### src/sv/u2g_pkg.sv
// Shared types and constants for the UTF-8 to glyph stream converter.
// Used by the front end, the engine and the top level; depends on nothing.
package u2g_pkg;

	localparam int NUM_NORDIC    = 6;
	localparam int WIN_DEPTH     = 4;
	localparam int GLYPH_COUNT_W = 16;
	localparam int MAX_GLYPHS_W  = 16;
	localparam int CP_W          = 21;

	typedef enum logic [2:0] {
		REG_NORDIC_ENABLE      = 3'd0,
		REG_MAX_GLYPHS         = 3'd1,
		REG_GLYPH_A_UMLAUT     = 3'd2,
		REG_GLYPH_O_UMLAUT     = 3'd3,
		REG_GLYPH_A_RING       = 3'd4,
		REG_GLYPH_CAP_A_UMLAUT = 3'd5,
		REG_GLYPH_CAP_O_UMLAUT = 3'd6,
		REG_GLYPH_CAP_A_RING   = 3'd7
	} reg_index_t;

	localparam logic [7:0] GLYPH_UNKNOWN = 8'h3F;
	localparam logic [7:0] BYTE_TERM     = 8'h00;

	localparam logic [CP_W-1:0] NORDIC_CP [NUM_NORDIC] = '{
		21'h0000E4, 21'h0000F6, 21'h0000E5, 21'h0000C4, 21'h0000D6, 21'h0000C5
	};
	localparam logic [7:0] NORDIC_PLAIN [NUM_NORDIC] = '{
		8'h61, 8'h6F, 8'h61, 8'h41, 8'h4F, 8'h41
	};

	typedef struct packed {
		logic [7:0] data;
		logic       term;
		logic       cont;
		logic [2:0] len;
	} in_entry_t;

	typedef struct packed {
		logic                           nordic_enable;
		logic [MAX_GLYPHS_W-1:0]        max_glyphs;
		logic [NUM_NORDIC-1:0][7:0]     glyph_code;
	} cfg_t;

	typedef struct packed {
		logic [7:0]               glyph;
		logic                     is_terminator;
		logic [GLYPH_COUNT_W-1:0] glyph_count;
	} result_t;

endpackage

### src/sv/u2g_fifo.sv
// Small first-word-fall-through queue of fixed-width requests.
// Standalone; used for the input and result queues of the converter.
module u2g_fifo #(
	parameter int W     = 8,
	parameter int DEPTH = 4
) (
	input  logic         clk,
	input  logic         arst_n,
	input  logic         push,
	input  logic [W-1:0] wdata,
	output logic         full,
	input  logic         pop,
	output logic [W-1:0] rdata,
	output logic         empty
);

	localparam int AW = (DEPTH > 1) ? $clog2(DEPTH) : 1;
	localparam int CW = $clog2(DEPTH + 1);

	logic [W-1:0]  mem_q [DEPTH];
	logic [AW-1:0] wr_ptr_q;
	logic [AW-1:0] rd_ptr_q;
	logic [CW-1:0] count_q;
	logic          do_push;
	logic          do_pop;

	assign full    = (count_q == CW'(DEPTH));
	assign empty   = (count_q == '0);
	assign do_push = push && !full;
	assign do_pop  = pop && !empty;
	assign rdata   = mem_q[rd_ptr_q];

	always_ff @(posedge clk) begin
		if (do_push) begin
			mem_q[wr_ptr_q] <= wdata;
		end
	end

	always_ff @(posedge clk or negedge arst_n) begin
		if (!arst_n) begin
			wr_ptr_q <= '0;
			rd_ptr_q <= '0;
			count_q  <= '0;
		end else begin
			if (do_push) begin
				wr_ptr_q <= (wr_ptr_q == AW'(DEPTH - 1)) ? '0 : wr_ptr_q + 1'b1;
			end
			if (do_pop) begin
				rd_ptr_q <= (rd_ptr_q == AW'(DEPTH - 1)) ? '0 : rd_ptr_q + 1'b1;
			end
			if (do_push && !do_pop) begin
				count_q <= count_q + 1'b1;
			end else if (do_pop && !do_push) begin
				count_q <= count_q - 1'b1;
			end
		end
	end

endmodule

### src/sv/u2g_front.sv
// Front end: classifies incoming bytes (terminator, continuation, lead length)
// and queues them for the engine. Depends on u2g_pkg and u2g_fifo.
module u2g_front #(
	parameter int DEPTH = 4
) (
	input  logic                 clk,
	input  logic                 arst_n,
	input  logic                 push,
	input  logic [7:0]           data_byte,
	output logic                 full,
	input  logic                 pop,
	output u2g_pkg::in_entry_t   entry,
	output logic                 empty
);

	u2g_pkg::in_entry_t                      cls;
	logic [$bits(u2g_pkg::in_entry_t)-1:0]   rd_vec;

	function automatic logic [2:0] lead_len(input logic [7:0] b);
		logic [2:0] n;
		n = 3'd0;
		if ((b & 8'hE0) == 8'hC0) begin
			n = 3'd2;
		end else if ((b & 8'hF0) == 8'hE0) begin
			n = 3'd3;
		end else if ((b & 8'hF8) == 8'hF0) begin
			n = 3'd4;
		end
		return n;
	endfunction

	always_comb begin
		cls.data = data_byte;
		cls.term = (data_byte == u2g_pkg::BYTE_TERM);
		cls.cont = ((data_byte & 8'hC0) == 8'h80);
		cls.len  = lead_len(data_byte);
	end

	u2g_fifo #(
		.W     ($bits(u2g_pkg::in_entry_t)),
		.DEPTH (DEPTH)
	) u_queue (
		.clk    (clk),
		.arst_n (arst_n),
		.push   (push),
		.wdata  (cls),
		.full   (full),
		.pop    (pop),
		.rdata  (rd_vec),
		.empty  (empty)
	);

	assign entry = u2g_pkg::in_entry_t'(rd_vec);

endmodule

### src/sv/u2g_engine.sv
// Back end: holds the pending byte window, decodes one code point per cycle unless fetching
// or held by a full result queue, maps it to a glyph and closes strings. Depends on u2g_pkg.
module u2g_engine #(
	parameter int COUNT_BITS = 16
) (
	input  logic                 clk,
	input  logic                 arst_n,
	input  u2g_pkg::cfg_t        cfg,
	input  logic                 q_empty,
	input  u2g_pkg::in_entry_t   q_entry,
	output logic                 q_pop,
	input  logic                 out_full,
	output logic                 out_push,
	output u2g_pkg::result_t     out_res
);

	typedef enum logic [1:0] {
		ST_FETCH = 2'b01,
		ST_RUN   = 2'b10
	} state_t;

	localparam logic [COUNT_BITS-1:0] CountMax = '1;

	state_t                  state_q, state_d;
	logic [2:0]              win_cnt_q, win_cnt_d;
	logic                    term_q, term_d;
	logic [COUNT_BITS-1:0]   gw_q, gw_d;

	logic [7:0]              win_byte_q [u2g_pkg::WIN_DEPTH];
	logic                    win_cont_q [u2g_pkg::WIN_DEPTH];
	logic [2:0]              win_len_q  [u2g_pkg::WIN_DEPTH];

	logic [COUNT_BITS-1:0]   limit;
	logic                    at_limit;
	logic [2:0]              len;
	logic                    bad;
	logic                    short_seq;
	logic                    wait_more;
	logic                    do_decode;
	logic [u2g_pkg::CP_W-1:0] cp;
	logic [2:0]              used;
	logic [7:0]              glyph;
	logic                    shift_en;
	logic                    append_en;
	logic [1:0]              append_idx;
	logic [2:0]              base;
	logic [2:0]              src [u2g_pkg::WIN_DEPTH];

	assign limit = (cfg.max_glyphs > u2g_pkg::MAX_GLYPHS_W'(CountMax))
		? CountMax : cfg.max_glyphs[COUNT_BITS-1:0];
	assign at_limit = (gw_q >= limit);

	always_comb begin
		len       = win_len_q[0];
		bad       = 1'b0;
		for (int i = 1; i < u2g_pkg::WIN_DEPTH; i++) begin
			if (3'(i) < len && 3'(i) < win_cnt_q && !win_cont_q[i]) begin
				bad = 1'b1;
			end
		end
		short_seq = (win_cnt_q < len);
		wait_more = (len != 3'd0) && !bad && short_seq && !term_q;
		do_decode = (len != 3'd0) && !bad && !short_seq;

		case (len)
			3'd2: cp = u2g_pkg::CP_W'({win_byte_q[0][4:0], win_byte_q[1][5:0]});
			3'd3: cp = u2g_pkg::CP_W'({win_byte_q[0][3:0], win_byte_q[1][5:0],
				win_byte_q[2][5:0]});
			3'd4: cp = u2g_pkg::CP_W'({win_byte_q[0][2:0], win_byte_q[1][5:0],
				win_byte_q[2][5:0], win_byte_q[3][5:0]});
			default: cp = u2g_pkg::CP_W'(win_byte_q[0]);
		endcase
		if (!do_decode) begin
			cp = u2g_pkg::CP_W'(win_byte_q[0]);
		end
		used = do_decode ? len : 3'd1;

		glyph = u2g_pkg::GLYPH_UNKNOWN;
		if (cp < u2g_pkg::CP_W'(8'h80)) begin
			glyph = cp[7:0];
		end else begin
			for (int k = 0; k < u2g_pkg::NUM_NORDIC; k++) begin
				if (cp == u2g_pkg::NORDIC_CP[k]) begin
					glyph = cfg.nordic_enable ? cfg.glyph_code[k] : u2g_pkg::NORDIC_PLAIN[k];
				end
			end
		end

		for (int k = 0; k < u2g_pkg::WIN_DEPTH; k++) begin
			src[k] = 3'(k) + used;
		end
	end

	always_comb begin
		state_d    = state_q;
		win_cnt_d  = win_cnt_q;
		term_d     = term_q;
		gw_d       = gw_q;
		q_pop      = 1'b0;
		out_push   = 1'b0;
		out_res    = '0;
		shift_en   = 1'b0;
		append_en  = 1'b0;
		base       = win_cnt_q;
		append_idx = win_cnt_q[1:0];

		case (state_q)
			ST_FETCH: begin
				base = win_cnt_q;
				if (!q_empty) begin
					q_pop   = 1'b1;
					state_d = ST_RUN;
					if (q_entry.term) begin
						term_d = 1'b1;
					end else begin
						append_en  = 1'b1;
						append_idx = base[1:0];
						win_cnt_d  = base + 3'd1;
					end
				end
			end
			ST_RUN: begin
				if (win_cnt_q != 3'd0 && !at_limit && !wait_more) begin
					if (!out_full) begin
						out_push        = 1'b1;
						out_res.glyph   = glyph;
						gw_d            = gw_q + 1'b1;
						shift_en        = 1'b1;
						win_cnt_d       = win_cnt_q - used;
					end
				end else if (term_q) begin
					if (!out_full) begin
						out_push              = 1'b1;
						out_res.is_terminator = 1'b1;
						out_res.glyph_count   = u2g_pkg::GLYPH_COUNT_W'(gw_q);
						gw_d                  = '0;
						win_cnt_d             = 3'd0;
						term_d                = 1'b0;
						state_d               = ST_FETCH;
					end
				end else begin
					base      = at_limit ? 3'd0 : win_cnt_q;
					win_cnt_d = base;
					if (q_empty) begin
						state_d = ST_FETCH;
					end else begin
						q_pop = 1'b1;
						if (q_entry.term) begin
							term_d = 1'b1;
						end else begin
							append_en  = 1'b1;
							append_idx = base[1:0];
							win_cnt_d  = base + 3'd1;
						end
					end
				end
			end
			default: begin
				state_d = ST_FETCH;
			end
		endcase
	end

	always_ff @(posedge clk) begin
		if (append_en) begin
			win_byte_q[append_idx] <= q_entry.data;
			win_cont_q[append_idx] <= q_entry.cont;
			win_len_q[append_idx]  <= q_entry.len;
		end else if (shift_en) begin
			for (int k = 0; k < u2g_pkg::WIN_DEPTH; k++) begin
				if (src[k] < 3'(u2g_pkg::WIN_DEPTH)) begin
					win_byte_q[k] <= win_byte_q[src[k][1:0]];
					win_cont_q[k] <= win_cont_q[src[k][1:0]];
					win_len_q[k]  <= win_len_q[src[k][1:0]];
				end
			end
		end
	end

	always_ff @(posedge clk or negedge arst_n) begin
		if (!arst_n) begin
			state_q   <= ST_FETCH;
			win_cnt_q <= 3'd0;
			term_q    <= 1'b0;
			gw_q      <= '0;
		end else begin
			state_q   <= state_d;
			win_cnt_q <= win_cnt_d;
			term_q    <= term_d;
			gw_q      <= gw_d;
		end
	end

endmodule

### src/sv/utf8_to_glyph_stream_top.sv
// Top level of the UTF-8 to glyph stream converter: configuration registers,
// input front end, decode engine and result queue.
// Depends on u2g_pkg, u2g_front, u2g_engine and u2g_fifo.
// Usage:
//   Input channel: present data_byte with push; a byte is taken at a clock
//   edge where push is high and full is low. 0x00 closes the string.
//   Result channel: while empty is low, glyph/is_terminator/glyph_count show
//   the oldest result; pop at a clock edge with empty low takes it.
//   Each string ends with one terminator result carrying the glyph count.
//   Configuration: cfg_wr_en, cfg_index, cfg_data write one register per edge;
//   write only while no string is in flight.
// Timing:
//   A byte taken at the input passes the registered input queue before the
//   engine sees it. The engine emits glyphs and takes bytes from the input
//   queue in separate cycles, and closes a string with its terminator result
//   apart from taking the 0x00 byte. With the engine idle, a result passes the
//   input queue, the engine window and the result queue before it shows. The
//   single decode engine sets the rate.
// Reset clears all queues, the pending window and the glyph count; registers
// return to their defaults. A stalled receiver fills the result queue, then
// the engine holds, then the input queue fills and full rises.
module utf8_to_glyph_stream_top #(
	parameter int COUNT_BITS = 16,
	parameter int IN_DEPTH   = 4,
	parameter int OUT_DEPTH  = 4
) (
	input  logic        clk,
	input  logic        arst_n,
	input  logic        push,
	output logic        full,
	input  logic [7:0]  data_byte,
	output logic        empty,
	input  logic        pop,
	output logic [7:0]  glyph,
	output logic        is_terminator,
	output logic [15:0] glyph_count,
	input  logic        cfg_wr_en,
	input  logic [2:0]  cfg_index,
	input  logic [15:0] cfg_data
);

	u2g_pkg::cfg_t                         cfg_q;
	u2g_pkg::in_entry_t                    q_entry;
	logic                                  q_empty;
	logic                                  q_pop;
	logic                                  out_full;
	logic                                  out_push;
	u2g_pkg::result_t                      out_res;
	logic [$bits(u2g_pkg::result_t)-1:0]   res_vec;
	u2g_pkg::result_t                      res_head;
	logic [2:0]                            glyph_slot;

	assign glyph_slot = cfg_index - 3'(u2g_pkg::REG_GLYPH_A_UMLAUT);

	always_ff @(posedge clk or negedge arst_n) begin
		if (!arst_n) begin
			cfg_q.nordic_enable <= 1'b0;
			cfg_q.max_glyphs    <= 16'd255;
			cfg_q.glyph_code    <= {u2g_pkg::NUM_NORDIC{u2g_pkg::GLYPH_UNKNOWN}};
		end else if (cfg_wr_en) begin
			case (cfg_index)
				u2g_pkg::REG_NORDIC_ENABLE: cfg_q.nordic_enable <= cfg_data[0];
				u2g_pkg::REG_MAX_GLYPHS:    cfg_q.max_glyphs    <= cfg_data;
				default:                    cfg_q.glyph_code[glyph_slot] <= cfg_data[7:0];
			endcase
		end
	end

	u2g_front #(
		.DEPTH (IN_DEPTH)
	) u_front (
		.clk       (clk),
		.arst_n    (arst_n),
		.push      (push),
		.data_byte (data_byte),
		.full      (full),
		.pop       (q_pop),
		.entry     (q_entry),
		.empty     (q_empty)
	);

	u2g_engine #(
		.COUNT_BITS (COUNT_BITS)
	) u_engine (
		.clk      (clk),
		.arst_n   (arst_n),
		.cfg      (cfg_q),
		.q_empty  (q_empty),
		.q_entry  (q_entry),
		.q_pop    (q_pop),
		.out_full (out_full),
		.out_push (out_push),
		.out_res  (out_res)
	);

	u2g_fifo #(
		.W     ($bits(u2g_pkg::result_t)),
		.DEPTH (OUT_DEPTH)
	) u_result_queue (
		.clk    (clk),
		.arst_n (arst_n),
		.push   (out_push),
		.wdata  (out_res),
		.full   (out_full),
		.pop    (pop),
		.rdata  (res_vec),
		.empty  (empty)
	);

	assign res_head      = u2g_pkg::result_t'(res_vec);
	assign glyph         = res_head.glyph;
	assign is_terminator = res_head.is_terminator;
	assign glyph_count   = res_head.glyph_count;

`ifndef SYNTHESIS
	a_term_glyph_zero: assert property (@(posedge clk) disable iff (!arst_n)
		(!empty && is_terminator) |-> (glyph == 8'h00))
		else $error("terminator request carries a nonzero glyph");

	a_count_only_on_term: assert property (@(posedge clk) disable iff (!arst_n)
		(!empty && !is_terminator) |-> (glyph_count == 16'h0000))
		else $error("glyph request carries a nonzero count");

	a_limit_written: assert property (@(posedge clk) disable iff (!arst_n)
		(cfg_wr_en && cfg_index == u2g_pkg::REG_MAX_GLYPHS)
		|=> (cfg_q.max_glyphs == $past(cfg_data)))
		else $error("glyph limit register not updated");
`endif

endmodule

### config.mk
export PLATFORM = sky130hd
export DESIGN_NAME = utf8_to_glyph_stream_top
export DESIGN_NICKNAME = d
export VERILOG_FILES = /design/src/sv/u2g_pkg.sv /design/src/sv/u2g_fifo.sv /design/src/sv/u2g_front.sv /design/src/sv/u2g_engine.sv /design/src/sv/utf8_to_glyph_stream_top.sv
export SDC_FILE = /design/constraint.sdc
export NUM_CORES = 1
export LEC_CHECK = 0
export BUFFER_PORTS_ARGS = -buffer_cell sky130_fd_sc_hd__buf_2
export CORE_MARGIN = 2
export CORE_UTILIZATION = 60
export CTS_CLUSTER_SIZE = 25
export DETAILED_ROUTE_END_ITERATION = 8
export HOLD_SLACK_MARGIN = 0.06
export PLACE_DENSITY = 0.74
export SLEW_MARGIN = 20
export SYNTH_ARGS = -nofsm -noshare
export SYNTH_HDL_FRONTEND = slang
export SYNTH_HIERARCHICAL = 1
export SYNTH_SLANG_ARGS = --single-unit
### constraint.sdc
create_clock -name clk -period 12.5 [get_ports clk]
set_input_delay 0.625 -clock clk [delete_from_list [all_inputs] [get_ports clk]]
set_output_delay 0.625 -clock clk [all_outputs]
set_load 0.01 [all_outputs]
==> flow_summary.json, run 1 <==
{
  "status": "finished clean",
  "cts_max_path_buffers": 3,
  "fillCellCount": 1886,
  "critPathArrivalTime_ns": 5.15,
  "hp-class": "input pin to flop",
  "dieHeight_um": 165.8,
  "crit_fanout": 40,
  "stdcell_area_um2": 17290,
  "worstHoldStart": "cfg_data[14]",
  "dp_cells": 1586,
  "power_density_nw_per_um2": 246.2,
  "yosysWarningCount": 6,
  "worstSetupStartpointType": "flop",
  "ir_worst_vdd_mv": 0.1678,
  "relSlewSlack": 0.3214,
  "place_congestion": 0.8940,
  "yosys_most_used_dff": "edfxtp_1",
  "ff2ff_path_depth": 14,
  "synthAdderAreaFrac": 0.03569,
  "grt_pass1_vias": 9989,
  "cts_tree": "done",
  "tns_ns": 0,
  "finalMaxSlewViolations": 0,
  "ys_ff_latch": 301,
  "rrSetupSlack_ns": 7.67,
  "area_delta_synth_final_pct": 10.09,
  "die_width_um": 165.8,
  "h-tree-depth": 1,
  "wirelength_um": 33090,
  "finalHoldViolations": 0,
  "wire_per_inst_um": 20.12,
  "cts_resized": 0,
  "whs_path_depth": 2,
  "via_count": 10264,
  "grt_pass1_wl_um": 54380,
  "place_area_um2": 16190,
  "grtUsageTotal": 0.2430,
  "syn_inst": 1244,
  "instances_no_fill": 1645,
  "clk_pin_slew_worst_paths_ns": 0.06,
  "postSynthAreaPerCell_um2": 12.62,
  "numCtsBuffers": 31,
  "synthMuxAreaShare": 0.1585,
  "post-route-period-util": 0.3865,
  "seq_area_um2": 8591,
  "drive_above_1_share": 0.2611,
  "synth_top_area_share": 0.3824,
  "async_flop_share": 0.3355,
  "drv_cap": 0,
  "detail-route-antenna-nets": 0,
  "num-nets-final": 1360,
  "num_rows": 59,
  "rsz0062_at_grt": "false",
  "cts.sinks": 301,
  "die_area_um2": 27480,
  "start_util": 0.6061,
  "diodes": 0,
  "drt_iter0_drc": 933,
  "root_buffer": "clkbuf_16",
  "syn_area_um2": 15710,
  "clk_latency_ns": 0.56,
  "first_pass_iters": 5,
  "finalSetupViolCount": 0,
  "synth_top_family_by_area": "multiplexers",
  "antenna_found_initial": 0,
  "multi_input_area_um2": 6555,
  "worstReg2RegEnd": "u_engine/win_len_q[0][0]$_DFFE_PP_",
  "synth_edf_count": 200,
  "synthSimpleGateAreaFrac": 0.1258,
  "min_period_ns": 4.831,
  "p_leak_nw": 6.650,
  "crit_type": "flop to flop",
  "worstMarginPinSlew_ns": 1.017,
  "crit_path_end_kind": "flop",
  "r2r_start": "u_engine/win_len_q[0][2]$_DFFE_PP_",
  "overflow": 0,
  "max_freq_mhz": 207.0,
  "syn_nets": 1319,
  "grt_max_degree": 70,
  "drc": 0,
  "ys_seq_area_frac": 0.5469,
  "required_ns": 12.82,
  "coreArea_um2": 25910,
  "hold_end": "cfg_q[62]$_DFFE_PN0P_",
  "place.detailed.hpwl_um": 21910,
  "synthTopCellsByArea": "edfxtp_1 (38%), dfrtp_1 (8.9%), dfstp_2 (7.5%)",
  "vias_per_cell": 6.240,
  "yosysTopAreaCell": "edfxtp_1",
  "portBuffers": 58,
  "fin_worst_skew_ns": 0.006497,
  "ioPinCount": 59,
  "post_cts_buffers": 0,
  "synth_xor_area_frac": 0.01283,
  "synth.distinct_cells": 86,
  "synth_compound_area_frac": 0.08405
}
[cells in the mapped netlist, drive strengths merged, types with 4 or more instances]
cell     instances
a31oi            9
nand2          140
dfrtp           56
nor2b            6
a211o            6
mux2            90
nand3           71
nor3b            5
clkbuf          40
o32ai            5
buf             30
dfstp           45
o211ai           9
mux4            49
nand4           10
o21ai           41
and3             9
xor2             6
a21oi           51
nor2            50
ha              40
o22ai           11
a21boi           4
nor4            11
inv             51
edfxtp         200
or3              6
or4              6
a21o            12
nor3            23
nand2b           9
o2bb2ai          5
a211oi           4
and2            28
o31a             4
a22oi            8
mux2i           32
o311a            4
xnor2           17
[what timing repair did]
item / CTS / global route
setup endpoints to repair: 0 / 0
hold buffers: 1 / 0
endpoints found under the hold margin: 5 / 0
[sequential cells by signal (all words and copies together) (netlist names), 4 cells and up]
name                   flops
u_front/u_queue/mem_q     52
u_result_queue/mem_q     100
u_engine/win_len_q        12
u_engine/win_byte_q       32
u_engine/win_cont_q        4
cfg_q                     65
u_engine/gw_q             16
[metal layers]
metal / track usage / vias to the layer above / part of all wire
li1: - / 4764 / -
met1: 0.3468 / 5133 / 0.44
met2: 0.4014 / 307 / 0.49
met3: 0.03194 / 60 / 0.056
met4: 0.06087 / 0 / 0.022
met5: 0 / - / 0
[how the worst max path moves through the flow]
stage | endpoint | startpoint
global placement | u_engine/win_len_q[0][0]$_DFFE_PP_ | u_engine/win_len_q[0][2]$_DFFE_PP_
CTS | u_engine/win_len_q[0][0]$_DFFE_PP_ | u_engine/win_len_q[0][2]$_DFFE_PP_
global route | u_engine/win_len_q[0][0]$_DFFE_PP_ | u_engine/win_len_q[0][2]$_DFFE_PP_
detailed placement | u_engine/win_len_q[0][0]$_DFFE_PP_ | u_engine/win_len_q[0][2]$_DFFE_PP_
finish | u_engine/win_len_q[0][0]$_DFFE_PP_ | u_engine/win_len_q[0][2]$_DFFE_PP_
floorplan | u_engine/win_byte_q[1][6]$_DFFE_PP_ | u_engine/win_len_q[0][2]$_DFFE_PP_
[final cells by class]
type                            instances  area share
Timing Repair Buffer                   78     0.02576
Tap cell                              335     0.02424
Sequential cell                       301      0.4969
Clock buffer                           36     0.04711
Inverter                               51     0.01107
Multi-Input combinational cell        822      0.3791
Clock inverter                         22     0.01578
[where the power goes]
part	switching [W]	internal, W	total (W)
clock network	0.000388	0.000574	0.000963
logic	0.000941	0.000730	0.00167
registers	0.000249	0.00137	0.00162
total	0.00158	0.00268	0.00426
[cells by family (layout without fill, tap and decap cells)]
group / Yosys count / after routing
flops: 301 / 301
fa+ha+maj: 43 / 43
mux: 171 / 171
compound gates: 196 / 196
xor+xnor: 23 / 23
simple gates: 389 / 389
buf+inv: 121 / 187
[critical path: stages, from the launching register on]
cell and delay [ns]:
edfxtp_1 0.67, inv_2 0.12, ha_1 0.32, a21o_1 0.18
a31oi_1 0.33, a211o_1 0.37, or3_1 0.16, buf_4 0.39
inv_2 0.07, ha_1 0.22, xnor2_1 0.14, nor3_2 0.65
buf_4 0.31, mux2_2 0.38, mux2_2 0.27
[placed cells by master, fill, tap and decap left out, types with 28 or more instances in the layout]
cell       count
edfxtp_1     200
nand2_1      140
mux2_2        74
nand3_1       70
buf_2         57
dfrtp_1       55
a21oi_1       51
inv_1         49
mux4_2        49
nor2_1        48
dfstp_2       45
ha_1          40
o21ai_0       36
mux2i_1       32
clkbuf_16     31
and2_1        28
[through the flow]
stage	total power, W	hold slack, ns	utilization	worst slack (ns)
after floorplan	0.002872	0.3294	-	8.306
after global placement	0.003250	0.4882	0.6249	7.815
after detailed placement	0.003301	0.4933	0.6249	7.727
after CTS	0.004276	0.2711	0.6672	7.709
after global routing	0.004532	0.2822	0.6672	7.363
final	0.004256	0.2920	0.6672	7.669
Power figures use the tool's default switching activity.
==> run 2: changes to the inputs <==
--- a/config.mk
+++ b/config.mk
@@ -7,11 +7,11 @@
 export LEC_CHECK = 0
 export BUFFER_PORTS_ARGS = -buffer_cell sky130_fd_sc_hd__buf_2
 export CORE_MARGIN = 2
-export CORE_UTILIZATION = 60
+export CORE_UTILIZATION = 56
 export CTS_CLUSTER_SIZE = 25
 export DETAILED_ROUTE_END_ITERATION = 8
 export HOLD_SLACK_MARGIN = 0.06
-export PLACE_DENSITY = 0.74
+export PLACE_DENSITY = 0.72
 export SLEW_MARGIN = 20
 export SYNTH_ARGS = -nofsm -noshare
 export SYNTH_HDL_FRONTEND = slang
==> constraint.sdc (replaced) <==
create_clock -name clk -period 3.9 [get_ports clk]
set_input_delay 0.195 -clock clk [delete_from_list [all_inputs] [get_ports clk]]
set_output_delay 0.195 -clock clk [all_outputs]
set_load 0.01 [all_outputs]
==> run 2 against run 1 <==
  * Wire length increased by 6.9%
  * Via count increased by 3.5%
  * Non-clock buffer count increased by 75
  * Clock skew increased by 0.0099 ns
  * Final cell count increased by 7.2%
  * Clock power increased to 3.5 times the previous value
  * Clock-buffer cell count decreased by 2
  * Sequential share of layout area decreased by 2.4 points
  * Global-route usage increased by 0.13 points
  * Critical path type unchanged
  * Critical endpoint is now u_engine/win_len_q[1][0]$_DFFE_PP_
  * Largest cell class unchanged
  * Highest routed layer unchanged
==> flow_summary.json, run 2 (synthesis gave the netlist of run 1 again) <==
{
  "place.detailed.hpwl_um": 23090,
  "overflow": 0,
  "vias_per_cell": 6.024,
  "numCtsBuffers": 31,
  "crit_chain": "ha_1 -> a21o_1 -> a31oi_1 -> a211o_2 -> or3_1 -> inv_2 -> ha_1 -> xnor2_1 -> nor3_2 -> buf_12 -> mux2_2 -> mux2_2",
  "post-route-util": 0.6554,
  "finalHoldViolations": 0,
  "die_width_um": 171.5,
  "post-route-period-util": 0.9538,
  "crit_path_end_kind": "flop",
  "worstMarginPinSlew_ns": 1.076,
  "num-nets-final": 1435,
  "critPathArrivalTime_ns": 4.04,
  "num_rows": 61,
  "largest-register": "u_result_queue/mem_q",
  "portBuffers": 58,
  "max_freq_mhz": 268.8,
  "multi_input_area_um2": 6596,
  "antenna_found_initial": 0,
  "area_delta_synth_final_pct": 15.61,
  "slowest_delay_ns": 0.46,
  "cp-startpoint": "u_engine/win_cnt_q[2]$_DFFE_PN0P_",
  "drv_cap": 0,
  "finalMaxSlewViolations": 0,
  "via_count": 10620,
  "cts_tree": "done",
  "r2r_start": "u_engine/win_cnt_q[2]$_DFFE_PN0P_",
  "place_congestion": 0.8911,
  "cp_slowest_cell": "dfrtp_1",
  "p_leak_nw": 7.073,
  "instances_no_fill": 1763,
  "fillCellCount": 2028,
  "grtUsageTotal": 0.2442,
  "ir_worst_vdd_mv": 0.4850,
  "wirelength_um": 35390,
  "hp-class": "input pin to async pin",
  "coreArea_um2": 27710,
  "relSlewSlack": 0.2828,
  "fin_worst_skew_ns": 0.01635,
  "dieHeight_um": 171.5,
  "detail-route-antenna-nets": 0,
  "required_ns": 4.22,
  "drive_above_1_share": 0.2888,
  "drc": 0,
  "dp_cells": 1670,
  "cts.sinks": 301,
  "first_pass_iters": 5,
  "cts_max_path_buffers": 3,
  "finalSetupViolCount": 0,
  "crit_type": "flop to flop",
  "layout_common_cells": "edfxtp_1 (200), nand2_1 (140), mux2_2 (74), nand3_1 (70), buf_4 (65)",
  "grt_pass1_vias": 10733,
  "min_period_ns": 3.720,
  "grt_pass1_wl_um": 56660,
  "crit_fanout": 13,
  "root_buffer": "clkbuf_16",
  "drt_iter0_drc": 870,
  "worstSetupStartpointType": "flop",
  "seq_area_um2": 8591,
  "largest_register_ffs": 100,
  "ioPinCount": 59,
  "start_util": 0.5669,
  "largestRegisters": "u_result_queue/mem_q x100, cfg_q x65, u_front/u_queue/mem_q x52",
  "clk_latency_ns": 0.59,
  "die_area_um2": 29400,
  "power_density_nw_per_um2": 790.0,
  "clk_pin_slew_worst_paths_ns": 0.07,
  "status": "finished clean",
  "grt_max_degree": 77,
  "wire_per_inst_um": 20.07,
  "h-tree-depth": 1,
  "final_common_cell": "edfxtp_1",
  "diodes": 0
}
run 2: worst paths after layout:
kind	to	slack [ns]	depth (start not counted)
min	cfg_q[7]$_DFFE_PN0P_	0.04	2
max reg2reg	u_engine/win_len_q[1][0]$_DFFE_PP_	0.18	12
min in group clk	u_front/u_queue/wr_ptr_q[0]$_DFFE_PN0P_	0.08	3
max	u_engine/win_len_q[1][0]$_DFFE_PP_	0.18	12
min reg2reg	u_engine/state_q[0]$_DFFE_PN1P_	0.51	2
max in group asynchronous	cfg_q[40]$_DFFE_PN1P_	3.19	3
run 2: layout make-up:
class                   instances  area share
repair buffers                153     0.06284
clock buffers                  34     0.04334
flip-flops and latches        301      0.4731
clock inverters                24     0.02081
inverters                      51     0.01054
multi-input cells             822      0.3633
well taps                     378     0.02605
run 2: critical path, delay by kind of cell, from the launching register on:
| family | cells | cell delay (ns) |
|---|---|---|
| adder cells (fa/ha/maj) | 2 | 0.62 |
| multiplexers | 2 | 0.66 |
| flip-flops | 1 | 0.46 |
| AO/OA/AOI/OAI | 3 | 0.60 |
| buffers and inverters | 2 | 0.44 |
| XOR/XNOR | 1 | 0.10 |
| AND/OR/NAND/NOR | 2 | 0.59 |
run 2: report_power, final:
group,internal (W),switching [W],total [W]
clock,0.00206,0.00128,0.00334
sequential,0.00440,0.000639,0.00504
combinational,0.00263,0.00334,0.00596
total,0.00909,0.00525,0.0143
run 2: metal layers:
metal / wire length (um) / GRT usage
met1: 14880 / 0.3281
met2: 17600 / 0.4154
met3: 2120 / 0.03843
met4: 784 / 0.06522
met5: 0 / 0
run 2: repair_timing:
item                       4_1_cts  5_1_grt
pin swaps                        1        7
hold endpoints to repair       154        0
hold buffers                    26        0
buffers inserted                 0        8
gates resized for setup          2        8
setup endpoints to repair        2       56
run 2: metrics by stage:
stage	setup slack [ns]	hold slack, ns	power, W	setup TNS [ns]	cell area, um^2
6_report	0.1803	0.03620	0.01434	0	18160
5_1_grt	-0.05292	0.06157	0.01524	-0.05367	18160
4_1_cts	0.007305	0.06781	0.01430	0	18040
3_5_place_dp	0.09026	0.4124	0.01090	0	16610
3_3_place_gp	0.1934	0.4147	0.01072	0	16610
2_1_floorplan	-0.004850	-0.1006	0.009220	-0.004850	15720
==> run 3: changes to the inputs <==
--- a/config.mk
+++ b/config.mk
@@ -10,7 +10,7 @@
 export CORE_UTILIZATION = 56
 export CTS_CLUSTER_SIZE = 25
 export DETAILED_ROUTE_END_ITERATION = 8
-export HOLD_SLACK_MARGIN = 0.06
+export HOLD_SLACK_MARGIN = 0.1
 export PLACE_DENSITY = 0.72
 export SLEW_MARGIN = 20
 export SYNTH_ARGS = -nofsm -noshare
==> run 3 against run 2 <==
  * Sequential power hardly changed
  * Combinational power hardly changed
  * Setup slack worse by 0.0088 ns
  * Clock skew is 0.0020 ns lower
==> flow_summary.json, run 3 (synthesis gave the netlist of run 1 again) <==
{
  "whs_ns": 0.1770,
  "wirelength_um": 35440,
  "worstHoldStart": "cfg_wr_en",
  "largestRegisters": "u_result_queue/mem_q x100, cfg_q x65, u_front/u_queue/mem_q x52",
  "power_density_nw_per_um2": 788.2,
  "place_congestion": 0.8911,
  "max_freq_mhz": 268.2,
  "cts.sinks": 301,
  "hp-class": "input pin to flop",
  "num-nets-final": 1440,
  "grt_pass1_wl_um": 56730,
  "finalMaxSlewViolations": 0,
  "root_buffer": "clkbuf_16",
  "drt_iter0_drc": 846,
  "grt_max_degree": 77,
  "die_area_um2": 29400,
  "portBuffers": 58,
  "first_pass_iters": 5,
  "crit_type": "flop to flop",
  "crit_path_end_kind": "flop",
  "die_width_um": 171.5,
  "layout_common_cells": "edfxtp_1 (200), nand2_1 (140), mux2_2 (74), nand3_1 (70), buf_4 (65)",
  "place.detailed.hpwl_um": 23090,
  "grt_pass1_vias": 10743,
  "r2r_start": "u_engine/win_cnt_q[2]$_DFFE_PN0P_",
  "diodes": 0,
  "ir_worst_vdd_mv": 0.4862,
  "numCtsBuffers": 31,
  "num_rows": 61,
  "final_common_cell": "edfxtp_1",
  "start_util": 0.5669,
  "via_count": 10604,
  "fin_worst_skew_ns": 0.01433,
  "post-route-period-util": 0.9560,
  "detail-route-antenna-nets": 0,
  "ff2ff_path_depth": 12,
  "worstSetupStartpointType": "flop",
  "clk_latency_ns": 0.58,
  "status": "finished clean",
  "rrSetupSlack_ns": 0.17,
  "p_leak_nw": 7.094,
  "cp-endpoint": "u_engine/win_len_q[1][0]$_DFFE_PP_",
  "ioPinCount": 59,
  "finalHoldViolations": 0,
  "min_period_ns": 3.729,
  "antenna_found_initial": 0,
  "grtUsageTotal": 0.2445,
  "worstMarginPinSlew_ns": 1.074,
  "drc": 0,
  "h-tree-depth": 1,
  "overflow": 0,
  "cts_tree": "done",
  "coreArea_um2": 27710,
  "vias_per_cell": 5.998,
  "critPathArrivalTime_ns": 4.05,
  "relSlewSlack": 0.2837,
  "drv_cap": 0,
  "clk_pin_slew_worst_paths_ns": 0.06,
  "worstReg2RegEnd": "u_engine/win_len_q[1][0]$_DFFE_PP_",
  "largest_register_ffs": 100,
  "largest-register": "u_result_queue/mem_q",
  "cts_max_path_buffers": 3,
  "cp-startpoint": "u_engine/win_cnt_q[2]$_DFFE_PN0P_",
  "post-route-util": 0.6572,
  "dieHeight_um": 171.5,
  "drive_above_1_share": 0.2878,
  "crit_fanout": 13,
  "required_ns": 4.22,
  "wire_per_inst_um": 20.05,
  "area_delta_synth_final_pct": 15.93,
  "finalSetupViolCount": 0
}
==> run 3: cell types whose count changed in the layout (fill, tap and decap cells not counted) <==
cell	delta
dlygate4sd3_1	+5
==> run 3: power breakdown <==
part           switching [W]  internal [W]  total, W
Combinational        0.00335       0.00263   0.00598
Sequential          0.000638       0.00440   0.00504
Clock                0.00127       0.00206   0.00334
==> run 3: layout make-up <==
| cell class | instances | area [um^2] |
|---|---|---|
| repair buffers | 158 | 1191 |
| well taps | 378 | 473.0 |
| inverters | 51 | 191.4 |
| clock buffers | 34 | 787.0 |
| flip-flops and latches | 301 | 8591 |
| clock inverters | 24 | 377.9 |
| multi-input cells | 822 | 6596 |
| fillers | 2026 | 9498 |
==> run 3: how the worst min path moves through the flow <==
stage	cells past startpoint	slack (ns)	end
floorplan	0	-0.10	cfg_q[14]$_DFFE_PN0P_
global placement	1	0.41	cfg_q[15]$_DFFE_PN0P_
detailed placement	1	0.41	cfg_q[38]$_DFFE_PN0P_
CTS	3	0.15	cfg_q[64]$_DFFE_PN0P_
global route	3	0.17	cfg_q[64]$_DFFE_PN0P_
finish	3	0.18	cfg_q[64]$_DFFE_PN0P_
==> run 3: worst max-delay path, stage by stage (launching register included) <==
cell     delay [ns]
dfrtp_1        0.46
ha_1           0.34
a21o_1         0.12
a31oi_1        0.08
a211o_2        0.40
or3_1          0.39
inv_2          0.22
ha_1           0.27
xnor2_1        0.10
nor3_2         0.20
buf_12         0.21
mux2_2         0.38
mux2_2         0.28
==> run 3: metrics by stage <==
stage	setup TNS [ns]	instance area, um^2	setup WS [ns]	power (W)	cells
2_1_floorplan	-0.004850	15720	-0.004850	0.009220	1244
3_3_place_gp	0	16610	0.1934	0.01072	1670
3_5_place_dp	0	16610	0.09026	0.01090	1670
4_1_cts	0	18080	0.007305	0.01430	1758
5_1_grt	-0.05367	18210	-0.05292	0.01524	1768
6_report	0	18210	0.1715	0.01435	1768
==> run 3: what timing repair did <==
| item | CTS | global route |
|---|---|---|
| setup endpoints to repair | 2 | 56 |
| endpoints found under the hold margin | 168 | 6 |
| setup buffers | 0 | 8 |
| hold buffers | 30 | 1 |
| pin swaps | 1 | 7 |
| gates resized for setup | 2 | 8 |
==> run 3: metal layers <==
| layer | vias to the layer above | part of all wire | GRT usage | routed length [um] |
|---|---|---|---|---|
| li1 | 4914 | - | - | - |
| met1 | 5297 | 0.42 | 0.3286 | 15010 |
| met2 | 339 | 0.50 | 0.4157 | 17630 |
| met3 | 54 | 0.057 | 0.03843 | 2035 |
| met4 | 0 | 0.022 | 0.06522 | 762 |
| met5 | - | 0 | 0 | 0 |
